### src/hdl/rmpi_pkg.sv
package rmpi_pkg;

  localparam int unsigned ID_W           = 5;
  localparam int unsigned PRIO_W         = 8;
  localparam int unsigned WAIT_SLOTS_DEF = 16;
  localparam int unsigned MAX_NEST_DEF   = 255;
  localparam int unsigned CMD_QDEPTH     = 2;

  typedef enum logic [3:0] {
    ST_ACQUIRED  = 4'd0,
    ST_NESTED    = 4'd1,
    ST_BLOCKED   = 4'd2,
    ST_QFULL     = 4'd3,
    ST_DFULL     = 4'd4,
    ST_UNNEST    = 4'd5,
    ST_FREED     = 4'd6,
    ST_HANDOVER  = 4'd7,
    ST_NOTHOLDER = 4'd8
  } status_e;

  typedef enum logic {
    CMD_LOCK   = 1'b0,
    CMD_UNLOCK = 1'b1
  } cmd_e;

  typedef enum logic [1:0] {
    B_IDLE,
    B_SCAN,
    B_COMPACT
  } back_state_e;

  typedef struct packed {
    logic              opcode;
    logic [ID_W-1:0]   requester_id;
    logic [PRIO_W-1:0] requester_priority;
    logic [PRIO_W-1:0] base_priority;
  } req_t;

  typedef struct packed {
    status_e           status;
    logic              wake_valid;
    logic [ID_W-1:0]   wake_thread;
    logic              boost_valid;
    logic [ID_W-1:0]   boost_thread;
    logic [PRIO_W-1:0] boost_priority;
    logic              restore_valid;
  } res_t;

  typedef struct packed {
    cmd_e              kind;
    logic [ID_W-1:0]   id;
    logic [PRIO_W-1:0] prio;
    logic              restore;
  } cmd_t;

  typedef struct packed {
    logic [ID_W-1:0]   thread;
    logic [PRIO_W-1:0] level;
  } entry_t;

endpackage

### src/hdl/rmpi_ram.sv
module rmpi_ram #(
  parameter int unsigned WIDTH = 8,
  parameter int unsigned DEPTH = 16,
  localparam int unsigned AW   = (DEPTH > 1) ? $clog2(DEPTH) : 1
) (
  input  logic             clk_i,
  input  logic             we_i,
  input  logic [AW-1:0]    waddr_i,
  input  logic [WIDTH-1:0] wdata_i,
  input  logic [AW-1:0]    raddr_i,
  output logic [WIDTH-1:0] rdata_o
);

  logic [WIDTH-1:0] mem_q [DEPTH];
  logic [WIDTH-1:0] rdata_q;

  always_ff @(posedge clk_i) begin
    if (we_i) begin
      mem_q[waddr_i] <= wdata_i;
    end
    rdata_q <= mem_q[raddr_i];
  end

  assign rdata_o = rdata_q;

endmodule

### src/hdl/rmpi_front.sv
module rmpi_front
  import rmpi_pkg::*;
(
  input  logic clk_i,
  input  logic rst_ni,
  input  logic start,
  output logic busy,
  input  req_t req_i,
  output logic cmd_valid_o,
  output cmd_t cmd_o,
  input  logic cmd_pop_i
);

  localparam int unsigned PW = (CMD_QDEPTH > 1) ? $clog2(CMD_QDEPTH) : 1;
  localparam int unsigned NW = $clog2(CMD_QDEPTH + 1);

  cmd_t          slot_q [CMD_QDEPTH];
  logic [PW-1:0] wr_ptr_q, wr_ptr_d;
  logic [PW-1:0] rd_ptr_q, rd_ptr_d;
  logic [NW-1:0] fill_q, fill_d;
  logic          push;
  logic          pop;
  cmd_t          cmd_new;

  assign busy = (fill_q == NW'(CMD_QDEPTH));
  assign push = start && !busy;
  assign pop  = cmd_pop_i && (fill_q != '0);

  always_comb begin
    cmd_new.kind    = req_i.opcode ? CMD_UNLOCK : CMD_LOCK;
    cmd_new.id      = req_i.requester_id;
    cmd_new.prio    = req_i.requester_priority;
    cmd_new.restore = (req_i.requester_priority != req_i.base_priority);
  end

  always_comb begin
    wr_ptr_d = wr_ptr_q;
    rd_ptr_d = rd_ptr_q;
    fill_d   = fill_q;
    if (push) begin
      wr_ptr_d = (wr_ptr_q == PW'(CMD_QDEPTH - 1)) ? '0 : wr_ptr_q + PW'(1);
    end
    if (pop) begin
      rd_ptr_d = (rd_ptr_q == PW'(CMD_QDEPTH - 1)) ? '0 : rd_ptr_q + PW'(1);
    end
    if (push && !pop) begin
      fill_d = fill_q + NW'(1);
    end else if (pop && !push) begin
      fill_d = fill_q - NW'(1);
    end
  end

  always_ff @(posedge clk_i or negedge rst_ni) begin
    if (!rst_ni) begin
      wr_ptr_q <= '0;
      rd_ptr_q <= '0;
      fill_q   <= '0;
    end else begin
      wr_ptr_q <= wr_ptr_d;
      rd_ptr_q <= rd_ptr_d;
      fill_q   <= fill_d;
    end
  end

  always_ff @(posedge clk_i) begin
    if (push) begin
      slot_q[wr_ptr_q] <= cmd_new;
    end
  end

  assign cmd_valid_o = (fill_q != '0);
  assign cmd_o       = slot_q[rd_ptr_q];

endmodule

### src/hdl/rmpi_back.sv
module rmpi_back
  import rmpi_pkg::*;
#(
  parameter int unsigned WAIT_SLOTS = WAIT_SLOTS_DEF,
  parameter int unsigned MAX_NEST   = MAX_NEST_DEF
) (
  input  logic clk_i,
  input  logic rst_ni,
  input  logic cmd_valid_i,
  input  cmd_t cmd_i,
  output logic cmd_pop_o,
  output logic res_valid_o,
  output res_t res_o
);

  localparam int unsigned AW = (WAIT_SLOTS > 1) ? $clog2(WAIT_SLOTS) : 1;
  localparam int unsigned CW = $clog2(WAIT_SLOTS + 1);
  localparam int unsigned DW = $clog2(MAX_NEST + 1);

  back_state_e       state_q, state_d;
  logic              held_q, held_d;
  logic [ID_W-1:0]   holder_thr_q, holder_thr_d;
  logic [PRIO_W-1:0] holder_lvl_q, holder_lvl_d;
  logic [DW-1:0]     nest_q, nest_d;
  logic [CW-1:0]     count_q, count_d;
  logic              restore_q, restore_d;
  logic [CW-1:0]     iss_q, iss_d;
  logic              pend_q, pend_d;
  logic [AW-1:0]     pend_idx_q, pend_idx_d;
  logic [AW-1:0]     best_idx_q, best_idx_d;
  logic [PRIO_W-1:0] best_lvl_q, best_lvl_d;
  logic [ID_W-1:0]   best_thr_q, best_thr_d;
  logic              res_valid_q, res_valid_d;
  res_t              res_q, res_d;

  logic              ram_we;
  logic [AW-1:0]     ram_waddr;
  entry_t            ram_wdata;
  logic [AW-1:0]     ram_raddr;
  entry_t            ram_rdata;

  rmpi_ram #(
    .WIDTH ($bits(entry_t)),
    .DEPTH (WAIT_SLOTS)
  ) u_wait_ram (
    .clk_i   (clk_i),
    .we_i    (ram_we),
    .waddr_i (ram_waddr),
    .wdata_i (ram_wdata),
    .raddr_i (ram_raddr),
    .rdata_o (ram_rdata)
  );

  always_comb begin
    state_d      = state_q;
    held_d       = held_q;
    holder_thr_d = holder_thr_q;
    holder_lvl_d = holder_lvl_q;
    nest_d       = nest_q;
    count_d      = count_q;
    restore_d    = restore_q;
    iss_d        = iss_q;
    pend_d       = 1'b0;
    pend_idx_d   = pend_idx_q;
    best_idx_d   = best_idx_q;
    best_lvl_d   = best_lvl_q;
    best_thr_d   = best_thr_q;
    res_valid_d  = 1'b0;
    res_d        = '0;
    res_d.status = ST_NOTHOLDER;
    cmd_pop_o    = 1'b0;
    ram_we       = 1'b0;
    ram_waddr    = count_q[AW-1:0];
    ram_wdata    = '0;
    ram_raddr    = iss_q[AW-1:0];

    unique case (state_q)
      B_IDLE: begin
        if (cmd_valid_i) begin
          cmd_pop_o   = 1'b1;
          res_valid_d = 1'b1;
          unique case (cmd_i.kind)
            CMD_LOCK: begin
              if (!held_q) begin
                held_d       = 1'b1;
                holder_thr_d = cmd_i.id;
                holder_lvl_d = cmd_i.prio;
                nest_d       = '0;
                res_d.status = ST_ACQUIRED;
              end else if (holder_thr_q == cmd_i.id) begin
                holder_lvl_d = cmd_i.prio;
                if (nest_q >= DW'(MAX_NEST)) begin
                  res_d.status = ST_DFULL;
                end else begin
                  nest_d       = nest_q + DW'(1);
                  res_d.status = ST_NESTED;
                end
              end else if (count_q >= CW'(WAIT_SLOTS)) begin
                res_d.status = ST_QFULL;
              end else begin
                ram_we           = 1'b1;
                ram_wdata.thread = cmd_i.id;
                ram_wdata.level  = cmd_i.prio;
                count_d          = count_q + CW'(1);
                res_d.status     = ST_BLOCKED;
                if (holder_lvl_q > cmd_i.prio) begin
                  holder_lvl_d         = cmd_i.prio;
                  res_d.boost_valid    = 1'b1;
                  res_d.boost_thread   = holder_thr_q;
                  res_d.boost_priority = cmd_i.prio;
                end
              end
            end
            CMD_UNLOCK: begin
              if (!held_q || holder_thr_q != cmd_i.id) begin
                res_d.status = ST_NOTHOLDER;
              end else if (nest_q != '0) begin
                nest_d       = nest_q - DW'(1);
                res_d.status = ST_UNNEST;
              end else if (count_q == '0) begin
                held_d              = 1'b0;
                res_d.status        = ST_FREED;
                res_d.restore_valid = cmd_i.restore;
              end else begin
                res_valid_d = 1'b0;
                restore_d   = cmd_i.restore;
                iss_d       = '0;
                state_d     = B_SCAN;
              end
            end
            default: ;
          endcase
        end
      end

      B_SCAN: begin
        if (iss_q < count_q) begin
          iss_d      = iss_q + CW'(1);
          pend_d     = 1'b1;
          pend_idx_d = iss_q[AW-1:0];
        end
        if (pend_q) begin
          if (pend_idx_q == '0 || ram_rdata.level < best_lvl_q) begin
            best_idx_d = pend_idx_q;
            best_lvl_d = ram_rdata.level;
            best_thr_d = ram_rdata.thread;
          end
        end else if (iss_q == count_q) begin
          iss_d   = CW'(best_idx_q) + CW'(1);
          state_d = B_COMPACT;
        end
      end

      B_COMPACT: begin
        if (iss_q < count_q) begin
          iss_d      = iss_q + CW'(1);
          pend_d     = 1'b1;
          pend_idx_d = AW'(iss_q - CW'(1));
        end
        if (pend_q) begin
          ram_we    = 1'b1;
          ram_waddr = pend_idx_q;
          ram_wdata = ram_rdata;
        end else if (iss_q >= count_q) begin
          holder_thr_d        = best_thr_q;
          holder_lvl_d        = best_lvl_q;
          nest_d              = '0;
          count_d             = count_q - CW'(1);
          res_valid_d         = 1'b1;
          res_d.status        = ST_HANDOVER;
          res_d.wake_valid    = 1'b1;
          res_d.wake_thread   = best_thr_q;
          res_d.restore_valid = restore_q;
          state_d             = B_IDLE;
        end
      end

      default: state_d = B_IDLE;
    endcase
  end

  always_ff @(posedge clk_i or negedge rst_ni) begin
    if (!rst_ni) begin
      state_q      <= B_IDLE;
      held_q       <= 1'b0;
      holder_thr_q <= '0;
      holder_lvl_q <= '0;
      nest_q       <= '0;
      count_q      <= '0;
      restore_q    <= 1'b0;
      iss_q        <= '0;
      pend_q       <= 1'b0;
      res_valid_q  <= 1'b0;
    end else begin
      state_q      <= state_d;
      held_q       <= held_d;
      holder_thr_q <= holder_thr_d;
      holder_lvl_q <= holder_lvl_d;
      nest_q       <= nest_d;
      count_q      <= count_d;
      restore_q    <= restore_d;
      iss_q        <= iss_d;
      pend_q       <= pend_d;
      res_valid_q  <= res_valid_d;
    end
  end

  always_ff @(posedge clk_i) begin
    pend_idx_q <= pend_idx_d;
    best_idx_q <= best_idx_d;
    best_lvl_q <= best_lvl_d;
    best_thr_q <= best_thr_d;
    res_q      <= res_d;
  end

  assign res_valid_o = res_valid_q;
  assign res_o       = res_q;

`ifndef SYNTHESIS
  a_count_bound : assert property (@(posedge clk_i) disable iff (!rst_ni)
    count_q <= CW'(WAIT_SLOTS))
    else $error("wait count beyond table size");

  a_free_empty : assert property (@(posedge clk_i) disable iff (!rst_ni)
    !held_q |-> (count_q == '0 && state_q == B_IDLE))
    else $error("waiters or handover while mutex free");

  a_handover_held : assert property (@(posedge clk_i) disable iff (!rst_ni)
    (res_valid_q && res_q.status == ST_HANDOVER) |-> held_q)
    else $error("handover left mutex free");

  a_pend_busy : assert property (@(posedge clk_i) disable iff (!rst_ni)
    pend_q |-> (state_q == B_SCAN || state_q == B_COMPACT))
    else $error("table read pending outside scan or compact");

  a_handover_shrinks : assert property (@(posedge clk_i) disable iff (!rst_ni)
    (state_q == B_COMPACT && state_d == B_IDLE) |=> (count_q == $past(count_q) - CW'(1)))
    else $error("handover did not drop one waiter");
`endif

endmodule

### src/hdl/recursive_mutex_priority_inherit_unit.sv
// Recursive mutex with priority inheritance.
// Request channel: drive req_i and raise start; the beat is taken at a clock
// edge with start high and busy low. busy rises when the two-entry command
// queue between the request front end and the mutex engine is full.
// Result channel: one result per request, on res_o while res_valid_o is high
// for exactly one cycle, in request order. The receiver cannot stall it.
// An accepted request passes the command queue and then the registered result
// stage before its strobe; lock requests, nested unlocks, unlocks by a
// non-holder and unlocks that free the mutex are served from the idle state.
// A handover keeps the engine busy for two passes over the wait-table RAM
// port: one pass finds the most urgent waiter, a second pass shifts later
// entries down one slot, one entry per cycle each.
// Back-to-back requests are queued and served in order behind a handover.
// Reset clears the mutex to free with no waiters and empties the queue;
// wait-table contents are not cleared and are read only below the count.
module recursive_mutex_priority_inherit_unit
  import rmpi_pkg::*;
#(
  parameter int unsigned WAIT_SLOTS = WAIT_SLOTS_DEF,
  parameter int unsigned MAX_NEST   = MAX_NEST_DEF
) (
  input  logic clk_i,
  input  logic rst_ni,
  input  logic start,
  output logic busy,
  input  req_t req_i,
  output logic res_valid_o,
  output res_t res_o
);

  logic cmd_valid;
  cmd_t cmd;
  logic cmd_pop;

  rmpi_front u_front (
    .clk_i       (clk_i),
    .rst_ni      (rst_ni),
    .start       (start),
    .busy        (busy),
    .req_i       (req_i),
    .cmd_valid_o (cmd_valid),
    .cmd_o       (cmd),
    .cmd_pop_i   (cmd_pop)
  );

  rmpi_back #(
    .WAIT_SLOTS (WAIT_SLOTS),
    .MAX_NEST   (MAX_NEST)
  ) u_back (
    .clk_i       (clk_i),
    .rst_ni      (rst_ni),
    .cmd_valid_i (cmd_valid),
    .cmd_i       (cmd),
    .cmd_pop_o   (cmd_pop),
    .res_valid_o (res_valid_o),
    .res_o       (res_o)
  );

endmodule

### config.mk
export PLATFORM = sky130hd
export DESIGN_NAME = recursive_mutex_priority_inherit_unit
export DESIGN_NICKNAME = d
export VERILOG_FILES = /design/src/hdl/rmpi_pkg.sv /design/src/hdl/rmpi_ram.sv /design/src/hdl/rmpi_front.sv /design/src/hdl/rmpi_back.sv /design/src/hdl/recursive_mutex_priority_inherit_unit.sv
export SDC_FILE = /design/constraint.sdc
export NUM_CORES = 1
export LEC_CHECK = 0
export ABC_AREA = 1
export BUFFER_PORTS_ARGS = -buffer_cell sky130_fd_sc_hd__buf_2
export CAP_MARGIN = 20
export CORE_ASPECT_RATIO = 1.5
export CORE_MARGIN = 2
export CORE_UTILIZATION = 60
export DETAILED_ROUTE_END_ITERATION = 10
export GPL_ROUTABILITY_DRIVEN = 0
export PLACE_DENSITY_LB_ADDON = 0.25
export SYNTH_ARGS = -nofsm -noshare
export SYNTH_HDL_FRONTEND = slang
export SYNTH_HIERARCHICAL = 1
export SYNTH_SLANG_ARGS = --single-unit
### constraint.sdc
create_clock -name clk_i -period 4.2 [get_ports clk_i]
set_input_delay 0 -clock clk_i [delete_from_list [all_inputs] [get_ports clk_i]]
set_output_delay 0 -clock clk_i [all_outputs]
set_load 0.01 [all_outputs]
==> results.sh <==
export IMPL_outcome="finished clean"
export IMPL_tns_ps=0
export IMPL_clk_pin_slew_ps=70
export IMPL_synth_edf_count=259
export IMPL_layout_cells_most_common_list="516 x nand2_1, 259 x edfxtp_1, 246 x inv_1"
export IMPL_synth_area_um2=16000
export IMPL_finalPower_w=0.0130
export IMPL_routed_wl_um=36000
export IMPL_slew_violations=0
export IMPL_die_w_um=137
export IMPL_crit_fanout=14
export IMPL_slowest_stage="ha_1"
export IMPL_synth_warnings=6
export IMPL_antenna_found_initial=0
export IMPL_avgSynthCellArea_um2=9.60
export IMPL_crit_required_ps=4470
export IMPL_tightest_slew_ps=1090
export IMPL_yosys_register_bits=338
export IMPL_worstPathArrival_ps=3360
export IMPL_cts_tree="yes"
export IMPL_critPathCaptureType="flip-flop"
export IMPL_syn_to_final_growth_pct=12.0
export IMPL_fin_ws_ps=1110
export IMPL_final_common_cell="nand2_1"
export IMPL_maxCapViolCount=0
export IMPL_finalHoldViolations=0
export IMPL_syn_inst=1664
export IMPL_slowest_delay_ps=590
export IMPL_drive_above_1_share_pct=12.0
export IMPL_die_area_um2=28000
export IMPL_path_buf_inv=2
export IMPL_path_cells="inv_1, ha_1, nand2_1, o21ai_0, nand3_1, nor2_1, buf_4"
export IMPL_synth_fp_nets=1723
export IMPL_worstSetupPathType="reg2reg"
export IMPL_antenna_left=0
export IMPL_numPortBuffers=51
export IMPL_powerDensity_nw_per_um2=727
export IMPL_cts_resized=0
export IMPL_synth_seq_area_share_pct=59.8
export IMPL_wl_per_cell_um=17.1
export IMPL_ys_async_sr_fraction_pct=12.1
export IMPL_start_kind="flip-flop"
export IMPL_cts_root_buffer="clkbuf_16"
export IMPL_viasPerCell=5.46
export IMPL_num_vias=11500
export IMPL_num_rows=73
export IMPL_dp_slack_ps=1100
export IMPL_grt_overflow_total=0
export IMPL_synth_distinct_cells=47
export IMPL_max_vdd_ir_drop_uv=555
export IMPL_grt_pass1_wl_um=57100
export IMPL_min_path_type="in2reg"
export IMPL_start_util_pct=60.5
export IMPL_finalClockSkew_ps=24.5
export IMPL_rsz0062_at_grt="false"
export IMPL_cts_made_buffers=31
export IMPL_grt_max_degree=106
export IMPL_grt_usage_pct=26.4
export IMPL_max_freq_mhz=323
export IMPL_core_area_um2=26400
export IMPL_finalNetCount=1807
export IMPL_p_leak_nw=8.07
export IMPL_grt_pass1_vias=11600
export IMPL_relSlewSlack_pct=26.6
export IMPL_finalCritPeriodShare_pct=73.7
export IMPL_antenna_cells=0
export IMPL_drc=0
export IMPL_cts_max_level=1
export IMPL_drt_iter0_drc=837
export IMPL_clk_latency_ps=600
export IMPL_synth_flop_cell="edfxtp_1"
export IMPL_hpwlAfterDp_um=23300
export IMPL_critical_path_top_delay_family="simple AND/OR/NAND/NOR gates"
export IMPL_drt_first_pass_iters=5
export IMPL_period_needed_ps=3090
export IMPL_max_clock_path_buffers=3
export IMPL_clock_sinks=338
export IMPL_die_y_um=204
export IMPL_finalSetupViolCount=0
export IMPL_ioPinCount=52
[what timing repair did]
action,4_1_cts,5_1_grt
setup buffers,0,0
endpoints found under the hold margin,73,7
hold buffers,20,1
[cells by family after synthesis]
family | after synthesis | synth area share (%)
adder cells (fa/ha/maj) | 34 | 2.71
buffers and inverters | 323 | 8.59
flip-flops | 338 | 59.8
AND/OR/NAND/NOR | 861 | 24.7
AO/OA/AOI/OAI | 86 | 2.93
XOR/XNOR | 22 | 1.21
[synth_stat cells, types with 7 or more instances]
cell      number  area, um^2
inv_1        246         923
a21oi_1       19        95.1
o21ai_1       18        90.1
nand2_2        7        43.8
o21ai_0       39         195
xor2_1        12         105
ha_1          33         413
nor2_1        57         214
edfxtp_1     259        7780
nor3_2        12         120
dfrtp_1       41        1030
nand2_1      516        1940
nand4_1       15        93.8
dfxtp_1       38         761
inv_2         13        48.8
xnor2_1       10        87.6
buf_6         12         135
clkbuf_1       8        30.0
nand3_1      216        1080
buf_2         33         165
[stage by stage]
stage               instance area [um^2]  hold WS, ps  util, %  instances
finish                             17900          148     67.8       2110
global route                       17900          148     67.8       2110
CTS                                17800          129     67.6       2105
detailed placement                 16600          199     62.7       2027
global placement                   16600          202     62.7       2027
floorplan                          16000         -296        -       1664
[registers in the layout (all words and copies together), names as in the netlist]
name                       cells
u_back/pend_idx_q              4
u_back/restore_q               1
u_front/wr_ptr_q               1
u_front/rd_ptr_q               1
u_back/count_q                 5
u_back/u_wait_ram/mem_q      208
u_front/fill_q                 2
u_back/pend_q                  1
u_back/best_idx_q              4
u_back/holder_lvl_q            8
u_back/held_q                  1
u_back/u_wait_ram/rdata_o     13
u_back/best_lvl_q              8
u_back/iss_q                   5
u_back/res_o                  25
u_back/nest_q                  8
u_front/slot_q                30
u_back/best_thr_q              5
u_back/res_valid_o             1
u_back/state_q                 2
u_back/holder_thr_q            5
[metal layers]
layer | part of all wire [%] | up-vias | track usage [%]
met2 | 54 | 390 | 48.0
met5 | 0 | - | 0
met3 | 5.7 | 88 | 2.95
met4 | 3.6 | 0 | 12.7
li1 | - | 5551 | -
met1 | 37 | 5485 | 30.6
[power breakdown]
group / switching [W] / internal, W
sequential: 0.000341 / 0.00440
combinational: 0.00374 / 0.00161
clock: 0.00123 / 0.00171
total: 0.00530 / 0.00772
[layout make-up]
cell class	instances	area (um^2)
Inverter	263	1000
Clock inverter	15	195
Tap cell	337	422
Fill cell	2009	8490
Sequential cell	338	9570
Clock buffer	43	881
Timing Repair Buffer	111	791
Multi-Input combinational cell	1003	5040
[worst paths after layout]
path                                                   start  cells past startpoint  slack, ps                             to
worst max-delay path                       u_back/state_q[0]                      7       1110  u_back/u_wait_ram/mem_q[2][8]
worst min-delay path                               req_i[17]                      2        150          u_front/slot_q[1][10]
worst max register to register             u_back/state_q[0]                      7       1110  u_back/u_wait_ram/mem_q[2][8]
worst min register to register  u_back/u_wait_ram/rdata_o[9]                      0        440           u_back/best_thr_q[1]
max in group asynchronous                             rst_ni                      4       3390                u_back/iss_q[1]
min in group asynchronous                             rst_ni                      3        350               u_back/nest_q[1]
(Power assumes the default switching activity.)
